===== src/sv/hdlcf_pkg.sv =====
package hdlcf_pkg;

    localparam logic [7:0]  FLAG_BYTE   = 8'h7E;
    localparam logic [7:0]  ESC_BYTE    = 8'h7D;
    localparam logic [7:0]  FLAG_ESCAPED = 8'h5E;
    localparam logic [7:0]  ESC_ESCAPED = 8'h5D;
    localparam logic [15:0] FCS_INIT    = 16'hFFFF;
    localparam logic [15:0] FCS_POLY    = 16'h8408;

    // worst case: flag, two escaped bytes per data/fcs-lo/fcs-hi, flag
    localparam int unsigned MAX_BYTES = 8;
    localparam int unsigned IDX_W     = $clog2(MAX_BYTES);
    localparam int unsigned CNT_W     = $clog2(MAX_BYTES + 1);

    typedef struct packed {
        logic [7:0] data_byte;
        logic       has_data;
        logic       first_byte;
        logic       last_byte;
    } t_hf_in;

    typedef struct packed {
        logic [7:0] out_byte;
        logic       run_last;
        logic       frame_end;
    } t_hf_out;

    typedef struct packed {
        logic [MAX_BYTES-1:0][7:0] bytes;
        logic [CNT_W-1:0]          count;
        logic                      closes;
    } t_burst;

    // reflected crc-16 update, one bit per step
    function automatic logic [15:0] crc_feed(input logic [15:0] crc, input logic [7:0] b);
        logic [15:0] c;
        c = crc ^ {8'h00, b};
        for (int i = 0; i < 8; i++) begin
            if (c[0]) begin
                c = (c >> 1) ^ FCS_POLY;
            end else begin
                c = c >> 1;
            end
        end
        return c;
    endfunction

endpackage


===== src/sv/hdlcf_burst.sv =====
module hdlcf_burst (
    input  hdlcf_pkg::t_hf_in  i_item,
    input  logic [15:0]        i_crc,
    output logic [15:0]        o_crc_next,
    output hdlcf_pkg::t_burst  o_burst
);
    import hdlcf_pkg::*;

    logic [15:0]      crc_start;
    logic [15:0]      crc_after;
    logic [15:0]      fcs;
    logic [2:0][7:0]  seg_val;
    logic [2:0]       seg_en;
    logic [CNT_W-1:0] n;

    always_comb begin
        crc_start  = i_item.first_byte ? FCS_INIT : i_crc;
        crc_after  = i_item.has_data ? crc_feed(crc_start, i_item.data_byte) : crc_start;
        fcs        = ~crc_after;
        o_crc_next = i_item.last_byte ? FCS_INIT : crc_after;
    end

    // data byte, fcs low, fcs high: each escaped the same way
    assign seg_val = {fcs[15:8], fcs[7:0], i_item.data_byte};
    assign seg_en  = {i_item.last_byte, i_item.last_byte, i_item.has_data};

    always_comb begin
        n             = '0;
        o_burst.bytes = '0;
        if (i_item.first_byte) begin
            o_burst.bytes[n[IDX_W-1:0]] = FLAG_BYTE;
            n = n + CNT_W'(1);
        end
        for (int i = 0; i < 3; i++) begin
            if (seg_en[i]) begin
                if (seg_val[i] == ESC_BYTE) begin
                    o_burst.bytes[n[IDX_W-1:0]] = ESC_BYTE;
                    n = n + CNT_W'(1);
                    o_burst.bytes[n[IDX_W-1:0]] = ESC_ESCAPED;
                    n = n + CNT_W'(1);
                end else if (seg_val[i] == FLAG_BYTE) begin
                    o_burst.bytes[n[IDX_W-1:0]] = ESC_BYTE;
                    n = n + CNT_W'(1);
                    o_burst.bytes[n[IDX_W-1:0]] = FLAG_ESCAPED;
                    n = n + CNT_W'(1);
                end else begin
                    o_burst.bytes[n[IDX_W-1:0]] = seg_val[i];
                    n = n + CNT_W'(1);
                end
            end
        end
        if (i_item.last_byte) begin
            o_burst.bytes[n[IDX_W-1:0]] = FLAG_BYTE;
            n = n + CNT_W'(1);
        end
        o_burst.count  = n;
        o_burst.closes = i_item.last_byte;
    end

endmodule


===== src/sv/hdlcf_out_stage.sv =====
module hdlcf_out_stage (
    input  logic              i_clk,
    input  logic              i_rst_n,
    input  logic              i_load,
    input  hdlcf_pkg::t_burst i_burst,
    output logic              o_load_ok,
    output logic              o_valid,
    input  logic              i_ready,
    output hdlcf_pkg::t_hf_out o_data
);
    import hdlcf_pkg::*;

    logic [MAX_BYTES-1:0][7:0] r_buf;
    logic [CNT_W-1:0]          r_cnt;
    logic [IDX_W-1:0]          r_idx;
    logic                      r_close;
    logic                      r_valid;
    logic [CNT_W-1:0]          last_idx;
    logic                      at_last;
    logic                      fire;
    logic                      done;

    assign last_idx  = CNT_W'(r_cnt - CNT_W'(1));
    assign at_last   = (r_idx == last_idx[IDX_W-1:0]);
    assign fire      = r_valid && i_ready;
    assign done      = fire && at_last;
    assign o_load_ok = !r_valid || done;

    assign o_valid          = r_valid;
    assign o_data.out_byte  = r_buf[r_idx];
    assign o_data.run_last  = at_last;
    assign o_data.frame_end = at_last && r_close;

    always_ff @(posedge i_clk) begin
        if (!i_rst_n) begin
            r_valid <= 1'b0;
            r_idx   <= '0;
            r_cnt   <= '0;
        end else if (i_load) begin
            r_valid <= 1'b1;
            r_idx   <= '0;
            r_cnt   <= i_burst.count;
        end else if (done) begin
            r_valid <= 1'b0;
            r_idx   <= '0;
        end else if (fire) begin
            r_idx <= r_idx + IDX_W'(1);
        end
    end

    always_ff @(posedge i_clk) begin
        if (i_load) begin
            r_buf   <= i_burst.bytes;
            r_close <= i_burst.closes;
        end
    end

endmodule


===== src/sv/hdlc_framer_fcs16_unit.sv =====
// an accepted item is registered in the input stage, then loaded into the output stage
//   once that stage is free; its first line byte is offered from there
// throughput: one line byte per cycle while i_out_ready is high; each item makes
//   0 to 8 line bytes (flag, escaped data, escaped fcs, flag); an empty item
//   skips the output; the next item is taken and built while the current bytes drain
// reset: synchronous, active low; clears the input and output stages, fcs to 0xffff
module hdlc_framer_fcs16_unit (
    input  logic               i_clk,
    input  logic               i_rst_n,
    input  logic               i_in_valid,
    output logic               o_in_ready,
    input  hdlcf_pkg::t_hf_in  i_in_data,
    output logic               o_out_valid,
    input  logic               i_out_ready,
    output hdlcf_pkg::t_hf_out o_out_data
);
    import hdlcf_pkg::*;

    t_hf_in      r_in;
    logic        r_in_valid;
    logic [15:0] r_crc;
    logic [15:0] n_crc;
    t_burst      burst;
    logic        load_ok;
    logic        in_move;
    logic        load;

    hdlcf_burst u_burst (
        .i_item     (r_in),
        .i_crc      (r_crc),
        .o_crc_next (n_crc),
        .o_burst    (burst)
    );

    // items that make no byte pass without waiting on the output
    assign in_move    = r_in_valid && (load_ok || burst.count == '0);
    assign load       = in_move && burst.count != '0;
    assign o_in_ready = !r_in_valid || in_move;

    always_ff @(posedge i_clk) begin
        if (!i_rst_n) begin
            r_in_valid <= 1'b0;
            r_crc      <= FCS_INIT;
        end else begin
            if (in_move) begin
                r_crc <= n_crc;
            end
            if (i_in_valid && o_in_ready) begin
                r_in_valid <= 1'b1;
            end else if (in_move) begin
                r_in_valid <= 1'b0;
            end
        end
    end

    always_ff @(posedge i_clk) begin
        if (i_in_valid && o_in_ready) begin
            r_in <= i_in_data;
        end
    end

    hdlcf_out_stage u_out (
        .i_clk     (i_clk),
        .i_rst_n   (i_rst_n),
        .i_load    (load),
        .i_burst   (burst),
        .o_load_ok (load_ok),
        .o_valid   (o_out_valid),
        .i_ready   (i_out_ready),
        .o_data    (o_out_data)
    );

    a_end_is_flag: assert property (@(posedge i_clk) disable iff (!i_rst_n)
        o_out_valid && o_out_data.frame_end |-> o_out_data.out_byte == FLAG_BYTE)
        else $error("frame end on a byte that is not the flag");

    a_end_closes_run: assert property (@(posedge i_clk) disable iff (!i_rst_n)
        o_out_valid && o_out_data.frame_end |-> o_out_data.run_last)
        else $error("closing flag not marked as last of its item");

    a_no_empty_load: assert property (@(posedge i_clk) disable iff (!i_rst_n)
        load |=> o_out_valid)
        else $error("loaded burst not presented");

    a_crc_restart: assert property (@(posedge i_clk) disable iff (!i_rst_n)
        in_move && r_in.last_byte |=> r_crc == FCS_INIT)
        else $error("fcs not restarted after a closing item");

endmodule

===== config.mk =====
export PLATFORM = sky130hd
export DESIGN_NAME = hdlc_framer_fcs16_unit
export DESIGN_NICKNAME = d
export VERILOG_FILES = /design/src/sv/hdlcf_pkg.sv /design/src/sv/hdlcf_burst.sv /design/src/sv/hdlcf_out_stage.sv /design/src/sv/hdlc_framer_fcs16_unit.sv
export SDC_FILE = /design/constraint.sdc
export NUM_CORES = 1
export LEC_CHECK = 0
export BUFFER_PORTS_ARGS = -buffer_cell sky130_fd_sc_hd__buf_2
export CAP_MARGIN = 20
export CORE_ASPECT_RATIO = 1.75
export CORE_UTILIZATION = 48
export CTS_CLUSTER_SIZE = 24
export DETAILED_ROUTE_END_ITERATION = 16
export PLACE_DENSITY = 0.63
export SYNTH_ARGS = -nofsm -noshare
export SYNTH_HDL_FRONTEND = slang
export SYNTH_SLANG_ARGS = --single-unit

===== constraint.sdc =====
create_clock -name i_clk -period 19.4 [get_ports i_clk]
set_input_delay 0.97 -clock i_clk [delete_from_list [all_inputs] [get_ports i_clk]]
set_output_delay 0.97 -clock i_clk [all_outputs]
set_load 0.01 [all_outputs]

Word level (Yosys, flattened, before mapping)
Index checks and enable logic that the tools add are counted.
Widths: inputs -> output; s select.
Operators by class
  order comparisons: 15
  multiplexer cells: 56
  $add $sub $neg: 9
  multiply operators: 0
  equal/unequal tests: 7
  divide/modulo/power cells: 0
  reduce and logical (&&, ||, !) cells: 23
  bitwise operators: 41
  shift operators: 0
Operator list (count)
  $mux 64: 10
  $or 40x40->40: 6
  $bwmux 64: 3
  $mux 16: 11
  $demux 8 s3: 7
  $and 24x24->24: 6
  $not 24->24: 6
  $or 48x48->48: 3
  $not 16->16: 5
  $mux 8: 8
  $and 16x16->16: 3
  $eq 8x7->1 const B: 6
  $or 6x48->48: 1
  $mux 4: 10
  $lt 3x4->1 const B: 8
  $add 4x1->4 const B: 7
  $bmux 8 s3: 1
  $not 2->3: 8
  $ge 3x1->1 const B: 7
  $and 2x16->16: 1
  $xor 16x8->16: 1
  $logic_and 1x1->1: 13
  $mux 7: 1
  $mux 1: 5
  10 further kinds: 14
Storage, ports and cells
  logic and storage cells: 169
  output and inout bits: 12
  register bits: 100
  memory bits (read-only): 0
  memory bits (writable): 0
  input port bits: 15
  bits in latches: 0
  memories: 0

Logic depth before layout (Yosys ltp)
  depth in word-level cells: 37
  mapped depth: 26
  depth with buffers taken out: 21

By module
From an unflattened synthesis, not the netlist that was laid out.
Second synthesis, totals
  cell total of the unflattened synthesis: 907
  area total of the unflattened synthesis: 8266.7 µm²
Modules (own cells, without submodules)
  hdlcf_burst: cells each 676, times used 1, sequential area each 0.0 µm², area an instance 4207.8 µm²
  hdlcf_out_stage: cells each 141, times used 1, sequential area each 2092.0 µm², area an instance 2940.3 µm²
  hdlc_framer_fcs16_unit: cells each 90, times used 1, sequential area each 670.6 µm², area an instance 1118.6 µm²

Worst setup path before layout
No wires, ideal clock.
  kind: register -> register
  start point: register r_in[10] in the netlist's numbering
  end point: register u_out.r_cnt[2]
  setup slack: 12867 ps
  data required time: 19284 ps
  cell stages (with the launch flop): 22
  clock period less this slack: 6533 ps
  arrival time: 6417 ps
  cells stage by stage: edfxtp_1 > and4b_1 > and4b_1 > nand2_1 > ha_1 > a21oi_2 > clkbuf_1 > ha_1 > buf_1 > o21ai_2 > a21oi_2 > ha_1 > and2_0 > clkbuf_1 > inv_1 > ha_1 > o31a_1 > nor3_1 > or4b_4 > a31oi_4 > nor2_1 > a41o_1
Between the ends
  cells in the longest elaborated chain, start to end: 27
Ends and longest elaborated chain
  start: declaration: RTL line hdlc_framer_fcs16_unit.sv:19  | t_hf_in r_in;
  start signal: assignment: RTL line hdlc_framer_fcs16_unit.sv:58  | r_in <= i_in_data;
  branches (longest 20 deep; another with $add 4x1->4)
  $mux 4 *: RTL line hdlcf_burst.sv:35  | if (seg_en[i]) begin
  $add 4x1->4: RTL line hdlcf_burst.sv:54  | n = n + CNT_W'(1);
  $mux 4 *: RTL line hdlcf_burst.sv:52  | if (i_item.last_byte) begin
  $logic_not 4->1: RTL line hdlc_framer_fcs16_unit.sv:36  | assign in_move = r_in_valid && (load_ok || burst.count == '0);
  $logic_or 1x1->1: RTL line hdlc_framer_fcs16_unit.sv:36
  $logic_and 1x1->1: RTL line hdlc_framer_fcs16_unit.sv:36
  $logic_and 1x1->1 *: RTL line hdlc_framer_fcs16_unit.sv:37  | assign load = in_move && burst.count != '0;
  net load: RTL line hdlc_framer_fcs16_unit.sv:26  | logic load;
  end signal: assignment: RTL line hdlcf_out_stage.sv:42  | r_cnt <= i_burst.count;
  end: declaration: RTL line hdlcf_out_stage.sv:14  | logic [CNT_W-1:0] r_cnt;
Mark *: on every way through the listed nets, which the timed path passes.
A chain may end at the register's enable or synchronous reset.

Worst setup path in the final report
  start point: register r_in[2] in the netlist's numbering
  end point: output o_in_ready
Between the ends
  cells in the longest elaborated chain, start to end: 17
Ends and longest elaborated chain
  $mux 4 or $mux 16 (tied branches): RTL line hdlcf_burst.sv:35, hdlcf_burst.sv:18
  $add 4x1->4 or $not 16->16 (tied branches)
  $add 4x1->4 or $eq 8x7->1 (tied branches): RTL line hdlcf_burst.sv:40, hdlcf_burst.sv:45, hdlcf_burst.sv:41
  $mux 4: RTL line hdlcf_burst.sv:41  | end else if (seg_val[i] == FLAG_BYTE) begin
  $mux 4: RTL line hdlcf_burst.sv:36  | if (seg_val[i] == ESC_BYTE) begin
  $mux 4: RTL line hdlcf_burst.sv:35
  $add 4x1->4: RTL line hdlcf_burst.sv:38, hdlcf_burst.sv:43, hdlcf_burst.sv:48
  $add 4x1->4: RTL line hdlcf_burst.sv:40, hdlcf_burst.sv:45
  $mux 4: RTL line hdlcf_burst.sv:41
  $mux 4: RTL line hdlcf_burst.sv:36
  $mux 4 *: RTL line hdlcf_burst.sv:35
  $add 4x1->4: RTL line hdlcf_burst.sv:54
  $mux 4 *: RTL line hdlcf_burst.sv:52
  $logic_not 4->1 *: RTL line hdlc_framer_fcs16_unit.sv:36
  $logic_or 1x1->1 *: RTL line hdlc_framer_fcs16_unit.sv:36
  $logic_and 1x1->1 *: RTL line hdlc_framer_fcs16_unit.sv:36
  $logic_or 1x1->1 *: RTL line hdlc_framer_fcs16_unit.sv:38  | assign o_in_ready = !r_in_valid || in_move;
  end: declaration: RTL line hdlc_framer_fcs16_unit.sv:11  | output logic o_in_ready,
Every way passes the cells marked *; elsewhere a longest branch is shown, timed or not.

==> impl_metrics.py <==
metrics = {
    "synth": {
        "syn-instance-count": 855,
        "seq_area_frac_synth_pct": 35.8,
        "synth_nets": 882,
        "synth-edff-count": 76,
        "synth_top_flop_cell": "edfxtp_1",
        "ys_ff_latch": 100,
        "synth-async-reset-ratio_pct": 0,
        "yosys.area.top_type": "edfxtp_1",
        "synth_cell_type_count": 91,
        "synth_area_leaders": "edfxtp_1, dfxtp_1, a21oi_1",
        "syn_area_um2": 7720,
        "syn_area_per_cell_um2": 9.03,
        "synth_top_area_share_pct": 29.6,
        "synth_warnings": 0,
    },
    "cts": {
        "cts_root_buf": "clkbuf_16",
        "postCtsSetupBuffers": 0,
        "h-tree-depth": 3,
        "cts.sinks": 100,
        "postCtsHoldBufs": 0,
        "numCtsBuffers": 9,
        "cts.repair.resized": 0,
        "clk_pin_slew_ps": 80,
        "cts_tree": "built",
        "cts_buffer_depth": 2,
        "clock_latency_ps": 360,
    },
    "power_and_ir_drop": {
        "leakage_uw": 0.00290,
        "pwr-share-comb_pct": 26.4,
        "power_density_nw_per_um2": 72.2,
        "p_sw_share_pct": 34.6,
        "power.internal_uw": 390,
        "vdd_drop_max_mv": 0.0373,
        "p_seq_share_pct": 42.4,
        "power.switching_uw": 206,
        "clkPwrFrac_pct": 31.3,
    },
    "place": {
        "place_congestion": 1.02,
        "portBuffers": 26,
        "place_hpwl_um": 21700,
    },
    "layout": {
        "nets": 875,
        "diodes": 0,
        "area_delta_synth_final_pct": 6.86,
        "fillers": 1512,
        "drive_above_1_share_pct": 14.4,
        "postLayoutCoreUtil_pct": 52.2,
    },
    "floorplan": {
        "core_um2": 15800,
        "chipWidth_um": 97.9,
        "io_pins": 27,
        "start_util_pct": 48.9,
        "fp.dieH_um": 170,
        "num_rows": 61,
        "die_area_um2": 16600,
    },
    "drt": {
        "wl_um": 28000,
        "drc_errors": 2,
        "firstDrtPassIters": 11,
        "vias": 6925,
        "drt_iter0_markers": 535,
        "wire_per_inst_um": 26.9,
        "final_antenna_net_count": 0,
        "vias_per_cell": 6.65,
    },
    "worst_setup_path": {
        "arrival_ps": 6230,
        "r2r-start": "r_in[2]",
        "reg2regPathDepth": 18,
        "slowest_delay_ps": 590,
        "r2r_slack_ps": 12790,
        "critical_path_class": "reg2out",
        "cp-start-kind": "register",
        "critPathCaptureType": "output port",
        "worstPathMaxFanout": 46,
        "cp.required_ps": 18430,
        "path_cells": "buf_4 > clkinv_1 > a21oi_1 > nor2_1 > a21oi_2 > buf_4 > ha_1 > o21ai_2 > a21oi_2 > ha_1 > and2_0 > inv_1 > ha_1 > nor4_1 > o21ba_2 > o31ai_1 > and2_1 > a21boi_2 > inv_1 > buf_2",
        "reg2reg_to": "u_out.r_buf[11]",
        "slowest_stage": "clkinv_1",
        "cpMostUsedCell": "ha_1",
    },
    "timing": {
        "timing.final.crit_share_pct": 37.1,
        "clock.fmax_mhz": 139,
        "fin_tns_setup_ps": 0,
        "maxSlewHeadroom_pct": 22.6,
        "setup_violations": 0,
        "post-route-min-period_ps": 7200,
        "finClkSkew_ps": 9.29,
        "tightestPinTransition_ps": 1150,
        "final_hold_viol_count": 0,
        "slew_violations": 0,
        "rsz0062_at_grt": "no",
    },
    "hold_path": {
        "min_path_type": "reg2reg",
        "whs_endpoint": "u_out.r_cnt[0]",
        "holdPathStages": 2,
        "holdCritStartpoint": "u_out.r_cnt[0]",
    },
    "status": {
        "outcome": "complete, but fails checks",
        "violations": "DRC",
    },
    "global_route": {
        "grt.total_usage_pct": 34.4,
        "grt_max_degree": 72,
        "first_global_vias": 6808,
        "antenna_found_initial": 1,
        "grt-ovfl-total": 0,
        "grt_pass1_wl_um": 41800,
    },
    "job": {
        "maxCapViolations": 0,
    },
}
power by group through the flow:
stage	combinational [µW]	sequential [µW]	clock [µW]
final	157	252	186
after global routing	167	253	192
after CTS	154	252	188
after detailed placement	154	257	0
after global placement	153	257	0
after floorplan	108	254	0
metrics by stage:
step | power [µW] | area, µm² | hold WS, ps | worst slack [ps] | instances
after global routing | 613 | 8250 | 513 | 11680 | 1042
final | 596 | 8250 | 490 | 12200 | 1042
after CTS | 595 | 8250 | 490 | 12320 | 1042
after global placement | 409 | 7940 | 460 | 12880 | 1025
after floorplan | 362 | 7720 | 424 | 12870 | 855
after detailed placement | 411 | 7950 | 480 | 12730 | 1026
layout by cell type (no fill, tap or decap), types with 7 or more instances in the layout:
cell and count:
o211ai_1 8, a211oi_1 7, o31ai_1 8, a22oi_1 8, clkbuf_16 9, edfxtp_1 76
a21oi_1 73, nor2b_1 20, or3_1 15, o21a_1 9, a221oi_1 9, o21ai_0 58
mux2i_1 22, ha_1 12, buf_4 18, buf_2 26, nand2_1 76, mux4_2 16
mux2_2 8, and3_1 14, dfxtp_1 24, xnor2_1 32, nor3_1 22, and2_1 9
inv_1 17, nor2_1 88, nand3_1 23
flip-flops by register name, indices dropped and copies added, names as in the netlist:
signal	cells
u_out.r_idx	3
u_out.r_buf	64
u_out.o_valid	1
r_in	11
r_in_valid	1
r_crc	16
u_out.r_cnt	3
u_out.r_close	1
critical path, delay by kind of cell, from the launching register on:
| kind | cells | cell delay (ps) |
|---|---|---|
| buffers and inverters | 6 | 1590 |
| flip-flops | 1 | 330 |
| AO/OA/AOI/OAI | 7 | 1670 |
| AND/OR/NAND/NOR | 4 | 1180 |
| adder cells (fa/ha/maj) | 3 | 1050 |
synthesized netlist by cell type (5+ instances only):
library cell	number
a211oi_1	7
a21oi_1	73
a221oi_1	9
a22oi_1	8
a31o_2	6
a31oi_1	6
and2_1	9
and3_1	14
buf_1	5
buf_2	10
clkbuf_1	43
dfxtp_1	24
edfxtp_1	76
ha_1	12
inv_1	17
mux2_2	8
mux2i_1	22
mux4_2	16
nand2_1	76
nand2b_1	6
nand3_1	23
nand4_1	6
nor2_1	88
nor2b_1	20
nor3_1	22
o211ai_1	8
o21a_1	9
o21ai_0	58
o21ai_1	5
o221ai_1	5
o22ai_1	6
o31ai_1	8
or3_1	15
xnor2_1	32
layer usage:
| layer | share of wire, % | routed length [µm] | vias to the layer above | GRT usage [%] |
|---|---|---|---|---|
| li1 | - | - | 3184 | - |
| met3 | 4.9 | 1370 | 101 | 4.57 |
| met4 | 7.3 | 2050 | 2 | 24.1 |
| met1 | 35 | 9870 | 3343 | 35.2 |
| met5 | 0.061 | 17 | - | 0 |
| met2 | 53 | 14700 | 295 | 63.9 |
layout make-up:
class	instances	area, µm²	share of cell area [%]
clock buffers	9	225	2.73
clock inverters	7	76.3	0.925
inverters	22	82.6	1.00
multi-input cells	671	4600	55.8
flip-flops and latches	100	2760	33.5
well taps	189	236	2.87
repair buffers	44	265	3.22
cell families after synthesis:
kind of cell / share of synthesized area, %
xor+xnor: 5.98
flops: 35.8
mux: 8.88
fa+ha+maj: 1.94
simple gates: 19.6
compound gates: 23.1
buf+inv: 4.70
worst max path at each step:
stage | startpoint | endpoint | slack (ps) | depth (start not counted)
2_1_floorplan | r_in[10] | u_out.r_cnt[2] | 12870 | 21
3_3_place_gp | r_in[2] | o_in_ready | 12880 | 20
3_5_place_dp | r_in[2] | o_in_ready | 12730 | 20
4_1_cts | r_in[2] | o_in_ready | 12320 | 20
5_1_grt | r_in[2] | o_in_ready | 11680 | 20
6_report | r_in[2] | o_in_ready | 12200 | 20
Power figures use the tool's default switching activity.
